==> config.mk <==
export PLATFORM = sky130hd
export DESIGN_NAME = rsi_classify
export DESIGN_NICKNAME = d
export VERILOG_FILES = /design/src/hw/rtl/rsi_pkg.sv /design/src/hw/rtl/rsi_classify.sv
export SDC_FILE = /design/constraint.sdc
export NUM_CORES = 1
export LEC_CHECK = 0
export BUFFER_PORTS_ARGS = -buffer_cell sky130_fd_sc_hd__buf_2
export CORE_ASPECT_RATIO = 1.1
export CORE_MARGIN = 2
export CORE_UTILIZATION = 53
export DETAILED_ROUTE_END_ITERATION = 6
export PLACE_DENSITY = 0.91
export SYNTH_ARGS = -nofsm -noshare
export SYNTH_HDL_FRONTEND = slang
export SYNTH_SLANG_ARGS = --single-unit
==> constraint.sdc <==
create_clock -name clk -period 4.3 [get_ports clk]
set_input_delay 0.43 -clock clk [delete_from_list [all_inputs] [get_ports clk]]
set_output_delay 0.43 -clock clk [all_outputs]
set_load 0.01 [all_outputs]
==> src/hw/rtl/rsi_pkg.sv <==
package rsi_pkg;

    localparam int COORD_WIDTH     = 20;
    localparam int COORD_FRAC_BITS = 8;
    localparam int DIR_FRAC_BITS   = 14;
    localparam int DIR_WIDTH       = DIR_FRAC_BITS + 2;
    localparam int DIST_WIDTH      = COORD_WIDTH - 1;

    // widths of the intermediate terms, all exact
    localparam int DIFF_W = COORD_WIDTH + 1;
    localparam int PRS_W  = DIR_WIDTH + COORD_WIDTH;
    localparam int PRN_W  = 2 * DIR_WIDTH;
    localparam int PDR_W  = DIFF_W + DIR_WIDTH;
    localparam int PDS_W  = DIFF_W + COORD_WIDTH;
    localparam int FACE_W = PRN_W + 1;
    localparam int RXS_W  = PRS_W + 1;
    localparam int DXR_W  = PDR_W + 1;
    localparam int DXS_W  = PDS_W + 1;
    localparam int DEN_W  = RXS_W;

    // quotient reaches 2^DIST_WIDTH exactly when |dxs| >= |rxs| << SAT_SHIFT
    localparam int SAT_SHIFT = DIST_WIDTH - DIR_FRAC_BITS;
    localparam int NUM_W     = DXS_W + DIR_FRAC_BITS;
    localparam int REM_A     = DEN_W + DIST_WIDTH;
    localparam int REM_B     = (NUM_W > DXS_W + 1) ? NUM_W : DXS_W + 1;
    localparam int REM_W     = (REM_A > REM_B) ? REM_A : REM_B;

    localparam logic [1:0] OUT_BACK      = 2'd0;
    localparam logic [1:0] OUT_MISS      = 2'd1;
    localparam logic [1:0] OUT_HIT       = 2'd2;
    localparam logic [1:0] OUT_COLLINEAR = 2'd3;

    typedef struct packed {
        logic signed [FACE_W-1:0] facing;
        logic signed [RXS_W-1:0]  rxs;
        logic signed [DXR_W-1:0]  dxr;
        logic signed [DXS_W-1:0]  dxs;
    } rsi_cross_t;

    typedef struct packed {
        logic                  do_div;
        logic                  sat;
        logic                  hit;
        logic [1:0]            outcome;
        logic [DIST_WIDTH-1:0] preset;
        logic [REM_W-1:0]      rem;
        logic [DEN_W-1:0]      den;
        logic [DIST_WIDTH-1:0] quo;
    } rsi_div_t;

endpackage

==> src/hw/rtl/rsi_classify.sv <==
module rsi_classify
(
    input  logic                clk,
    input  logic                rst_n,
    input  logic                in_valid,
    output logic                in_ready,
    input  rsi_pkg::rsi_cross_t in_data,
    output logic                out_valid,
    input  logic                out_ready,
    output rsi_pkg::rsi_div_t   out_data
);

    logic v1_reg, v2_reg;
    logic r1, r2;

    logic [rsi_pkg::RXS_W-1:0] rxs_u, mag_rxs;
    logic [rsi_pkg::DXR_W-1:0] dxr_u, mag_dxr;
    logic [rsi_pkg::DXS_W-1:0] dxs_u, mag_dxs;
    logic neg, t_ok, u_sign_ok;

    logic                      back_reg, rxs_zero_reg, dxr_zero_reg;
    logic                      t_ok_reg, u_sign_ok_reg;
    logic [rsi_pkg::RXS_W-1:0] mag_rxs_reg;
    logic [rsi_pkg::DXR_W-1:0] mag_dxr_reg;
    logic [rsi_pkg::DXS_W-1:0] mag_dxs_reg;

    logic u_ok, sat;
    rsi_pkg::rsi_div_t div_next, out_reg;

    assign r2       = ~v2_reg | out_ready;
    assign r1       = ~v1_reg | r2;
    assign in_ready = r1;

    always_comb
    begin
        rxs_u     = in_data.rxs;
        dxr_u     = in_data.dxr;
        dxs_u     = in_data.dxs;
        mag_rxs   = rxs_u[rsi_pkg::RXS_W-1] ? (~rxs_u + rsi_pkg::RXS_W'(1)) : rxs_u;
        mag_dxr   = dxr_u[rsi_pkg::DXR_W-1] ? (~dxr_u + rsi_pkg::DXR_W'(1)) : dxr_u;
        mag_dxs   = dxs_u[rsi_pkg::DXS_W-1] ? (~dxs_u + rsi_pkg::DXS_W'(1)) : dxs_u;
        neg       = rxs_u[rsi_pkg::RXS_W-1];
        t_ok      = (in_data.dxs == '0) || (dxs_u[rsi_pkg::DXS_W-1] == neg);
        u_sign_ok = (in_data.dxr == '0) || (dxr_u[rsi_pkg::DXR_W-1] == neg);
    end

    // second stage: range tests, saturation check, divider setup
    always_comb
    begin
        u_ok = u_sign_ok_reg && (mag_dxr_reg <= rsi_pkg::DXR_W'(mag_rxs_reg));
        sat  = rsi_pkg::REM_W'(mag_dxs_reg) >=
               (rsi_pkg::REM_W'(mag_rxs_reg) << rsi_pkg::SAT_SHIFT);
        div_next         = '0;
        div_next.sat     = sat;
        div_next.rem     = rsi_pkg::REM_W'(mag_dxs_reg) << rsi_pkg::DIR_FRAC_BITS;
        div_next.den     = mag_rxs_reg;
        priority if (back_reg)
        begin
            div_next.outcome = rsi_pkg::OUT_BACK;
        end
        else if (rxs_zero_reg)
        begin
            if (dxr_zero_reg)
            begin
                div_next.outcome = rsi_pkg::OUT_COLLINEAR;
                div_next.hit     = 1'b1;
                div_next.preset  = rsi_pkg::DIST_WIDTH'(1) << rsi_pkg::COORD_FRAC_BITS;
            end
            else
            begin
                div_next.outcome = rsi_pkg::OUT_MISS;
            end
        end
        else if (t_ok_reg && u_ok)
        begin
            div_next.outcome = rsi_pkg::OUT_HIT;
            div_next.hit     = 1'b1;
            div_next.do_div  = 1'b1;
        end
        else
        begin
            div_next.outcome = rsi_pkg::OUT_MISS;
        end
    end

    always_ff @(posedge clk or negedge rst_n)
    begin
        if (!rst_n)
        begin
            v1_reg <= 1'b0;
            v2_reg <= 1'b0;
        end
        else
        begin
            if (r1)
                v1_reg <= in_valid;
            if (r2)
                v2_reg <= v1_reg;
        end
    end

    always_ff @(posedge clk)
    begin
        if (r1 && in_valid)
        begin
            back_reg      <= ~in_data.facing[rsi_pkg::FACE_W-1] && (in_data.facing != '0);
            rxs_zero_reg  <= (in_data.rxs == '0);
            dxr_zero_reg  <= (in_data.dxr == '0);
            t_ok_reg      <= t_ok;
            u_sign_ok_reg <= u_sign_ok;
            mag_rxs_reg   <= mag_rxs;
            mag_dxr_reg   <= mag_dxr;
            mag_dxs_reg   <= mag_dxs;
        end
        if (r2 && v1_reg)
            out_reg <= div_next;
    end

    assign out_valid = v2_reg;
    assign out_data  = out_reg;

endmodule

==> results of run 1 <==
## path summary, 6_finish.rpt
check / from / to / slack (ns)
max in group asynchronous: rst_n / out_valid$_DFFE_PN0P_ / 3.94
worst max register to register: mag_rxs_reg[18]$_DFFE_PP_ / out_data[133]$_SDFFCE_PP0P_ / 1.55
worst min register to register: mag_dxs_reg[1]$_DFFE_PP_ / out_data[71]$_DFFE_PP_ / 0.44
worst max-delay path: mag_rxs_reg[18]$_DFFE_PP_ / out_data[133]$_SDFFCE_PP0P_ / 1.55
worst min-delay path: in_valid / v1_reg$_DFFE_PN0N_ / 0.13
min in group asynchronous: rst_n / v1_reg$_DFFE_PN0N_ / 0.27
## layout make-up
| type | instances | area [um2] | area share, % |
|---|---|---|---|
| Inverter | 49 | 184 | 1.43 |
| Clock inverter | 14 | 128 | 0.990 |
| Tap cell | 256 | 320 | 2.48 |
| Timing Repair Buffer | 244 | 1250 | 9.66 |
| Clock buffer | 22 | 508 | 3.94 |
| Multi-Input combinational cell | 596 | 4250 | 32.9 |
| Sequential cell | 208 | 6240 | 48.4 |
| Antenna cell | 11 | 27.5 | 0.213 |
## synthesized netlist by cell type (2+ instances only)
cell,instances
nand2_1,53
a21oi_1,29
edfxtp_1,206
nand3_1,11
nor2b_1,4
o211ai_1,2
nand4_1,20
o31ai_4,2
a211oi_1,6
ha_1,77
a21boi_0,4
or3_1,11
or4_4,3
buf_4,52
o31ai_1,34
nor4_1,23
clkbuf_1,15
and2_1,3
o21ai_0,41
nand2b_1,11
xor2_1,3
dfrtp_1,2
a31oi_1,2
nand3b_1,7
nor2_1,29
inv_1,49
or2_2,5
nor3_1,12
a21o_1,5
xnor2_1,105
or4_1,11
o41ai_1,16
## routing by layer
layer | share of wire (%) | vias to the layer above
met1 | 38 | 3598
met5 | 0.16 | -
met2 | 48 | 407
li1 | - | 3690
met4 | 5.3 | 6
met3 | 8.6 | 99
## power groups by stage
stage	clock network [mW]	logic, mW	registers, mW
floorplan	0	0.431	2.59
global placement	0	0.683	2.56
detailed placement	0	0.720	2.57
CTS	1.72	0.730	2.53
global route	1.80	0.815	2.54
finish	1.70	0.735	2.53
## critical path, stage by stage (launching register included)
cell	delay (ns)
edfxtp_1	0.40
inv_1	0.11
ha_1	0.29
nand4_1	0.17
nor4_1	0.68
o31ai_1	0.28
o2111ai_1	0.20
a41o_1	0.28
a21oi_1	0.08
## cells in the final DEF, fill, tap and decap left out, drive strengths merged, types with 3 or more instances in the layout
cell,netlist,routed
xor2,3,3
or2,5,5
clkbuf,15,22
buf,53,243
nor2b,4,4
edfxtp,206,206
o31ai,36,36
o21ai,42,42
nand4,20,20
or4,14,14
nor3,12,12
nor4,23,23
nand3b,7,7
ha,77,77
or3,12,12
o41ai,16,16
a21oi,29,29
a21o,5,5
a21boi,4,4
nor2,29,29
a211oi,6,6
xnor2,105,105
nand2b,11,11
clkinv,0,10
diode,0,11
and2,3,3
nand2,53,53
nand3,11,11
conb,1,51
inv,49,49
## stage by stage
stage          instance area, um2  util [%]  std cells  power [mW]  hold WS (ns)
6_report                    12900      63.1       1400        4.97         0.129
2_1_floorplan               11100         -        921        3.02         0.134
4_1_cts                     12900      63.0       1389        4.98         0.119
3_3_place_gp                12200      59.8       1352        3.24         0.215
5_1_grt                     12900      63.1       1397        5.16         0.133
3_5_place_dp                12200      59.8       1352        3.29         0.216
## cells by family after synthesis
logic type / share of synthesized area [%]
flip-flops: 57.0
AND/OR/NAND/NOR: 10.2
AO/OA/AOI/OAI: 9.42
buffers and inverters: 5.87
XOR/XNOR: 8.65
adder cells (fa/ha/maj): 8.81
other: 0.0343
## timing repair
action                                 CTS  global route
buffers inserted                         0             0
hold buffers                             1             0
resized for setup                        0             0
endpoints found under the hold margin    2             0
==> metrics.txt, run 1 <==
status=finished clean; R2R depth=8; YS warnings=0; most used routing layer=met2; CP startpoint kind=flip-flop; Layout Skew=0.0176 ns; Setup Crit Path Kind=flip-flop to flip-flop; sequential fraction of the synthesis area=57.0%; Pint=3.72 mW; DR pass1 iterations=5; Clk network pwr share=34.3%; Synth area leaders=edfxtp_1, ha_1, xnor2_1; Die W=141 um; H-Tree Depth=1; DRC violations left=0; Skew-Pair Late Insertion Delay=0.50 ns; Final nets=1,350; vias per cell=5.57; Root Buffer=clkbuf_16; Congestion Overflow GR=0; met1 Track Usage GR=28.5%; Post-synth top flop=edfxtp_1; fin worst setup slack=1.55 ns; worst min path class=primary input to flip-flop; Synth top area share=56.6%; Slew @ Worst Pin=1.14 ns; CTS max path bufs=3; DR vias=7,800; Netlist cell types=50; GR Layer Usage met2=39.2%; Post-synth EDFFs=206; Final Cycle Share=63.9%; Max-Cap Viols=0; vias in the first global route=7,596; Worst Path Arrival=2.99 ns; max reg flops=84; P&R area growth vs syn=18.0%; asr flop ratio synth=0.962%; Avg Cell Area, Syn=12.6 um2; Sw Pwr=1.25 mW; WL per Instance=18.7 um; Hold Crit Depth=2; Lkg Pwr=5.06 nW; share of power burned in registers=50.9%; row count=55; endpoint class of the critical path=flip-flop; final setup fails=0; initial antenna violation count=14; area of the die=21,800 um2; Total Routing Usage GR=23.4%; Worst Path Max Fanout=4; TNS Setup=0 ns; Sink Count=208; Fill cells=1,531; Switching Share=25.1%; core area=20,400 um2; GP Congestion=0.887; clock-pin slew on the worst setup and hold paths=0.06 ns; post-synthesis register bit count=208; Pins Over Slew Limit=0; synthesized area=10,900 um2; cell count after synthesis=871; WP data required=4.54 ns; met3 Usage GRT=5.39%; largest net degree at the start of global routing=85; share of layout cells above drive strength 1=25.2%; detailed-placement wirelength estimate=20,300 um; pre-CTS WS=1.18 ns; I/O pin count=292; number of CTS-inserted buffers=20; Logic pwr share=14.8%; DR iter-0 viols=589; f_max=364 MHz; starting density of the core=53.5%; Chip Height=155 um; PortBufs=240; RSZ-0062 raised after global routing=no; Slew Limit Headroom=24.1%; CTS tree=built; minimum clock period=2.75 ns; global-route wire length before repair=39,600 um; peak supply drop=0.243 mV; Cell Pwr Density=385 nW/um2; Final ANT Viol Nets=0; final hold vios=0; total routed wirelength=26,200 um; Synth area leader=edfxtp_1
No activity file was read; power rests on OpenSTA's default activity.
==> inputs of run 2 (changes only) <==
- ABC_AREA: unset -> 1
- CORE_UTILIZATION: 53 -> 55
- PLACE_DENSITY: 0.91 -> 0.93
- clock period: 4.3 -> 2.7 ns (I/O delays scaled with it)
==> run 2 against run 1 <==
Worst setup slack got worse by 1.0 ns. Sequential share of layout area fell by 5.3 points. Via count increased by 26%. Clock power grew 94%. Largest power group unchanged. Synthesized cell count rose by 44%. Worst hold slack got worse by 0.062 ns. Clock skew down 0.0033 ns. First-iteration DRC count grew 61%. Highest routed layer is now met4. Clock-buffer cell count rose by 2. Non-clock buffer count rose by 8.
==> metrics.txt, run 2 <==
main combinational cell family by area after synthesis=simple AND/OR/NAND/NOR gates; number of CTS-inserted buffers=22; initial antenna violation count=0; DR vias=9,836; DRC violations left=0; Synth area leader=edfxtp_1; post-synthesis register bit count=208; Die W=146 um; PortBufs=240; clock-pin slew on the worst setup and hold paths=0.06 ns; Max-Cap Viols=0; core area=22,000 um2; final hold vios=0; Root Buffer=clkbuf_16; Post-Layout Cell Count=1,828; CP startpoint kind=primary input; Final nets=1,748; Clk network pwr share=36.9%; f_max=458 MHz; minimum clock period=2.19 ns; Switching Share=26.8%; H-Tree Depth=1; Congestion Overflow GR=0; max reg flops=84; Sw Pwr=2.39 mW; CTS Hold Bufs=5; share of power burned in registers=46.5%; commonest non-fill, non-tap cell in the layout=buf_2; DP Cell Count=1,783; WP data required=2.95 ns; XOR/XNOR share of the synthesized area=7.23%; Synth Area in Adders=7.87%; Worst Path Arrival=2.44 ns; I/O pin count=292; TNS Setup=0 ns; vias per cell=5.38; Logic pwr share=16.6%; Skew-Pair Late Insertion Delay=0.51 ns; YS warnings=0; Synth top area share=50.6%; cell count after synthesis=1,257; row count=57; # diodes=0; Slew @ Worst Pin=0.722 ns; starting density of the core=55.7%; Total Routing Usage GR=27.9%; detailed-placement wirelength estimate=26,000 um; Worst Path Max Fanout=5; total routed wirelength=33,300 um; Chip Height=160 um; Pint=6.52 mW; asr flop ratio synth=0.962%; peak supply drop=0.437 mV; Synth Area in Compound Gates=4.81%; Pins Over Slew Limit=0; final setup fails=0; Slew Limit Headroom=51.9%; share of layout cells above drive strength 1=21.9%; CP max stage cell=dlygate4sd3_1; commonest cells after routing, fill and taps aside=buf_2, nand2_1, edfxtp_1, inv_1, nor2_1; Largest stage delay, worst path=0.53 ns; endpoint class of the critical path=flip-flop; synthesized area=12,200 um2; GP Congestion=1.00; worst min path class=primary input to async pin; Post-synth top flop=edfxtp_1; synth cell count leaders=nand2_1, edfxtp_1, inv_1; RSZ-0062 raised after global routing=no; CTS max path bufs=3; Fill cells=1,737; Lkg Pwr=6.54 nW; Final Cycle Share=80.9%; buffer count from post-CTS setup fixing=0; Avg Cell Area, Syn=9.73 um2; Synth area leaders=edfxtp_1, ha_1, nand2_1; Cell Pwr Density=615 nW/um2; critical-path cell list=dlygate4sd3_1 -> buf_2 -> inv_1 -> ha_1 -> nand3_2 -> nor2_4 -> nand4_1 -> o21ai_1 -> o21ai_0 -> xor2_1; vias in the first global route=9,641; multiplexer share of the synthesized area=0%; P&R area growth vs syn=18.4%; Sink Count=208; post-synthesis simple-gate area fraction=20.0%; fin worst setup slack=0.515 ns; top-count cell post-synth=nand2_1; DR iter-0 viols=946; CTS tree=built; area of the die=23,500 um2; placed cell areas=13,700 um2; Resized cells post-CTS=0; status=finished clean; pre-CTS WS=0.661 ns; post-route design area=14,500 um2; global-route wire length before repair=51,100 um; Layout Skew=0.0143 ns; WL per Instance=18.2 um; DR pass1 iterations=5; Final ANT Viol Nets=0; Post-synth EDFFs=206; largest net degree at the start of global routing=123; Setup Crit Path Kind=primary input to flip-flop; sequential fraction of the synthesis area=51.0%; Netlist cell types=46
## run 2: cell count changes in the layout (fill, tap and decap cells not counted), sizes merged, moves of 15 or more
cell / before / now
nand3: 11 / 61
o31ai: 36 / 5
nand2: 53 / 226
nor2: 29 / 151
xor2: 3 / 72
xnor2: 105 / 29
inv: 49 / 175
o41ai: 16 / 1
## run 2: path summary, 6_finish.rpt
kind,startpoint,end,slack (ns),cells past startpoint
max reg2reg,mag_rxs_reg[31]$_DFFE_PP_,out_data[133]$_SDFFCE_PP0P_,0.61,11
min in group clk,in_data[149],back_reg$_DFFE_PP_,0.07,2
max,in_data[80],mag_rxs_reg[34]$_DFFE_PP_,0.51,10
min,rst_n,v1_reg$_DFFE_PN0N_,0.07,2
max in group asynchronous,rst_n,out_valid$_DFFE_PN0P_,2.52,2
min reg2reg,mag_rxs_reg[13]$_DFFE_PP_,out_data[32]$_DFFE_PP_,0.45,0
## run 2: cells by family after synthesis
group           count (synthesis)
flops                         208
compound gates                104
fa+ha+maj                      77
xor+xnor                      101
other cells                     1
simple gates                  524
buf+inv                       242
## run 2: layout make-up
class | instances | area (um2) | share of cell area, %
clock buffers | 24 | 579 | 4.00
inverters | 176 | 664 | 4.58
repair buffers | 252 | 1330 | 9.17
multi-input cells | 857 | 5100 | 35.2
well taps | 295 | 369 | 2.55
flip-flops and latches | 208 | 6240 | 43.0
clock inverters | 16 | 211 | 1.46
## run 2: stage by stage
stage                     hold WS (ns)  utilization (%)  total power [mW]
final                           0.0668             66.0              8.91
after floorplan                -0.0256                -              5.05
after detailed placement        0.0587             62.1              5.64
after global routing            0.0630             66.0              9.22
after global placement          0.0555             62.1              5.58
after CTS                       0.0502             66.0              8.90
## run 2: power groups by stage
stage / clock [mW] / combinational [mW] / sequential [mW]
final: 3.29 / 1.48 / 4.14
after global routing: 3.43 / 1.63 / 4.16
after CTS: 3.30 / 1.47 / 4.13
after detailed placement: 0 / 1.44 / 4.20
after global placement: 0 / 1.38 / 4.19
after floorplan: 0 / 0.843 / 4.21
## run 2: critical path: cells and delay by family
kind | cells | cell delay [ns]
buffers and inverters | 3 | 0.76
AND/OR/NAND/NOR | 3 | 0.56
AO/OA/AOI/OAI | 2 | 0.44
adder cells (fa/ha/maj) | 1 | 0.25
XOR/XNOR | 1 | 0.16
## run 2: per-layer routing
| layer | track usage [%] | up-vias | part of all wire (%) |
|---|---|---|---|
| met5 | 0 | - | 0 |
| met4 | 11.3 | 0 | 4.2 |
| met3 | 3.10 | 91 | 7.8 |
| met2 | 47.8 | 503 | 49 |
| met1 | 36.3 | 4603 | 39 |
| li1 | - | 4639 | - |
==> inputs of run 3 (changes only) <==
- CORE_UTILIZATION: 55 -> 49
- PLACE_DENSITY: 0.93 -> 0.88
- clock period: 2.7 -> 2 ns (I/O delays scaled with it)
==> run 3 against run 2 <==
Cell count increased by 2.4%. Via count increased by 1.3%. Die area increased by 12%. Critical path depth decreased by 1. Critical path type is now flip-flop to flip-flop. Critical endpoint is now out_data[131]$_SDFFCE_PP0P_. Highest routed layer unchanged.
==> metrics.txt, run 3 (synthesis gave the netlist of run 2 again) <==
status=finished clean; Final nets=1,777; max reg flops=84; commonest non-fill, non-tap cell in the layout=buf_2; row count=60; DR vias=9,968; DR iter-0 viols=911; post-route design area=14,900 um2; Largest stage delay, worst path=0.43 ns; area of the die=26,200 um2; Layout Skew=0.00690 ns; Final Cycle Share=98.9%; CP max stage cell=edfxtp_1; f_max=505 MHz; DR pass1 iterations=5; Setup Crit Path Kind=flip-flop to flip-flop; Die W=155 um; final setup fails=0; peak supply drop=0.481 mV; WL per Instance=18.8 um; WP data required=2.24 ns; critical-path cell list=ha_4 -> nand2_1 -> nor2_2 -> nand4_1 -> buf_4 -> nor2_1 -> nand3_1 -> nand2_2 -> a21oi_1; Root Buffer=clkbuf_16; Worst Path Max Fanout=2; total routed wirelength=35,200 um; Chip Height=170 um; Max-Cap Viols=0; global-route wire length before repair=51,600 um; Post-Layout Cell Count=1,872; area occupied by multi-input gates=5220 um2; worst min path class=primary input to flip-flop; pre-CTS WS=-0.0349 ns; delay-heaviest family, CP=simple AND/OR/NAND/NOR gates; CP startpoint kind=flip-flop; Total Routing Usage GR=25.5%; starting density of the core=50.0%; detailed-placement wirelength estimate=27,600 um; Slew Limit Headroom=53.6%; Final ANT Viol Nets=0; minimum clock period=1.98 ns; Sink Count=208; endpoint class of the critical path=flip-flop; Cell Pwr Density=815 nW/um2; Storage cell area=6240 um2; Worst Path Arrival=2.22 ns; TNS Setup=0 ns; final hold vios=0; Congestion Overflow GR=0; PortBufs=240; GP Congestion=0.978; Lkg Pwr=6.67 nW; fin worst setup slack=0.0215 ns; CTS max path bufs=3; placed cell areas=13,800 um2; Slew @ Worst Pin=0.696 ns; RSZ-0062 raised after global routing=yes; P&R area growth vs syn=21.6%; I/O pin count=292; CTS tree=built; vias per cell=5.32; vias in the first global route=9,688; core area=24,500 um2; initial antenna violation count=1; Min Hold Slack=0.0266 ns; Skew-Pair Late Insertion Delay=0.50 ns; clock-pin slew on the worst setup and hold paths=0.07 ns; H-Tree Depth=1; Fill cells=1,978; number of CTS-inserted buffers=21; share of layout cells above drive strength 1=24.6%; DRC violations left=0; commonest cells after routing, fill and taps aside=buf_2, nand2_1, edfxtp_1, inv_1, nor2_1; largest net degree at the start of global routing=47; critical path buffer and inverter count=1; DP Cell Count=1,814; Pins Over Slew Limit=0
-- run 3: cell count changes in the layout (fill, tap and decap cells not counted), sizes merged --
cell and change:
clkbuf -1, clkinv -6, dlygate4sd3 +3, bufinv +1, clkinvlp +3, buf +27
inv +1, diode +1
-- run 3: layout make-up --
| cell class | instances | area share [%] |
|---|---|---|
| Clock inverter | 15 | 1.64 |
| Antenna cell | 1 | 0.0168 |
| Timing Repair Buffer | 282 | 10.7 |
| Inverter | 176 | 4.47 |
| Sequential cell | 208 | 41.9 |
| Tap cell | 310 | 2.61 |
| Clock buffer | 23 | 3.58 |
| Multi-Input combinational cell | 857 | 35.1 |
-- run 3: path summary, 6_finish.rpt --
path / startpoint / slack, ns / end / cells after the start
max: mag_dxr_reg[13]$_DFFE_PP_ / 0.02 / out_data[131]$_SDFFCE_PP0P_ / 9
min: in_data[70] / 0.03 / mag_dxr_reg[28]$_DFFE_PP_ / 3
max reg2reg: mag_dxr_reg[13]$_DFFE_PP_ / 0.02 / out_data[131]$_SDFFCE_PP0P_ / 9
min reg2reg: mag_rxs_reg[6]$_DFFE_PP_ / 0.45 / out_data[25]$_DFFE_PP_ / 0
max in group asynchronous: rst_n / 0.79 / v1_reg$_DFFE_PN0N_ / 4
min in group asynchronous: rst_n / 0.55 / out_valid$_DFFE_PN0P_ / 3
-- run 3: repair_timing --
action,CTS,global route
pin swaps,0,14
setup endpoints to repair,3,9
gates resized for setup,1,24
setup buffers,0,11
hold buffers,8,0
endpoints found under the hold margin,7,0
-- run 3: worst min-delay path, stage by stage --
cell and delay [ns]:
buf_2 0.11, nand2_1 0.06, nand2_1 0.06
-- run 3: metal layers --
| metal | part of all wire (%) | global-route usage, % | up-vias |
|---|---|---|---|
| met4 | 4.3 | 12.2 | 0 |
| met2 | 49 | 43.5 | 487 |
| li1 | - | - | 4709 |
| met1 | 38 | 32.5 | 4687 |
| met3 | 8.0 | 3.04 | 85 |
| met5 | 0 | 0 | - |
-- run 3: stage by stage --
step / util [%] / power [mW]
after floorplan: - / 6.82
after global placement: 56.4 / 7.58
after detailed placement: 56.4 / 7.68
after CTS: 60.0 / 12.1
after global routing: 60.8 / 12.6
final: 60.8 / 12.1
-- run 3: where the power goes --
group	total [mW]	internal, mW	switching, mW
registers	5.59	5.36	0.230
clock network	4.41	2.72	1.69
logic	2.12	0.760	1.36
total	12.1	8.84	3.28
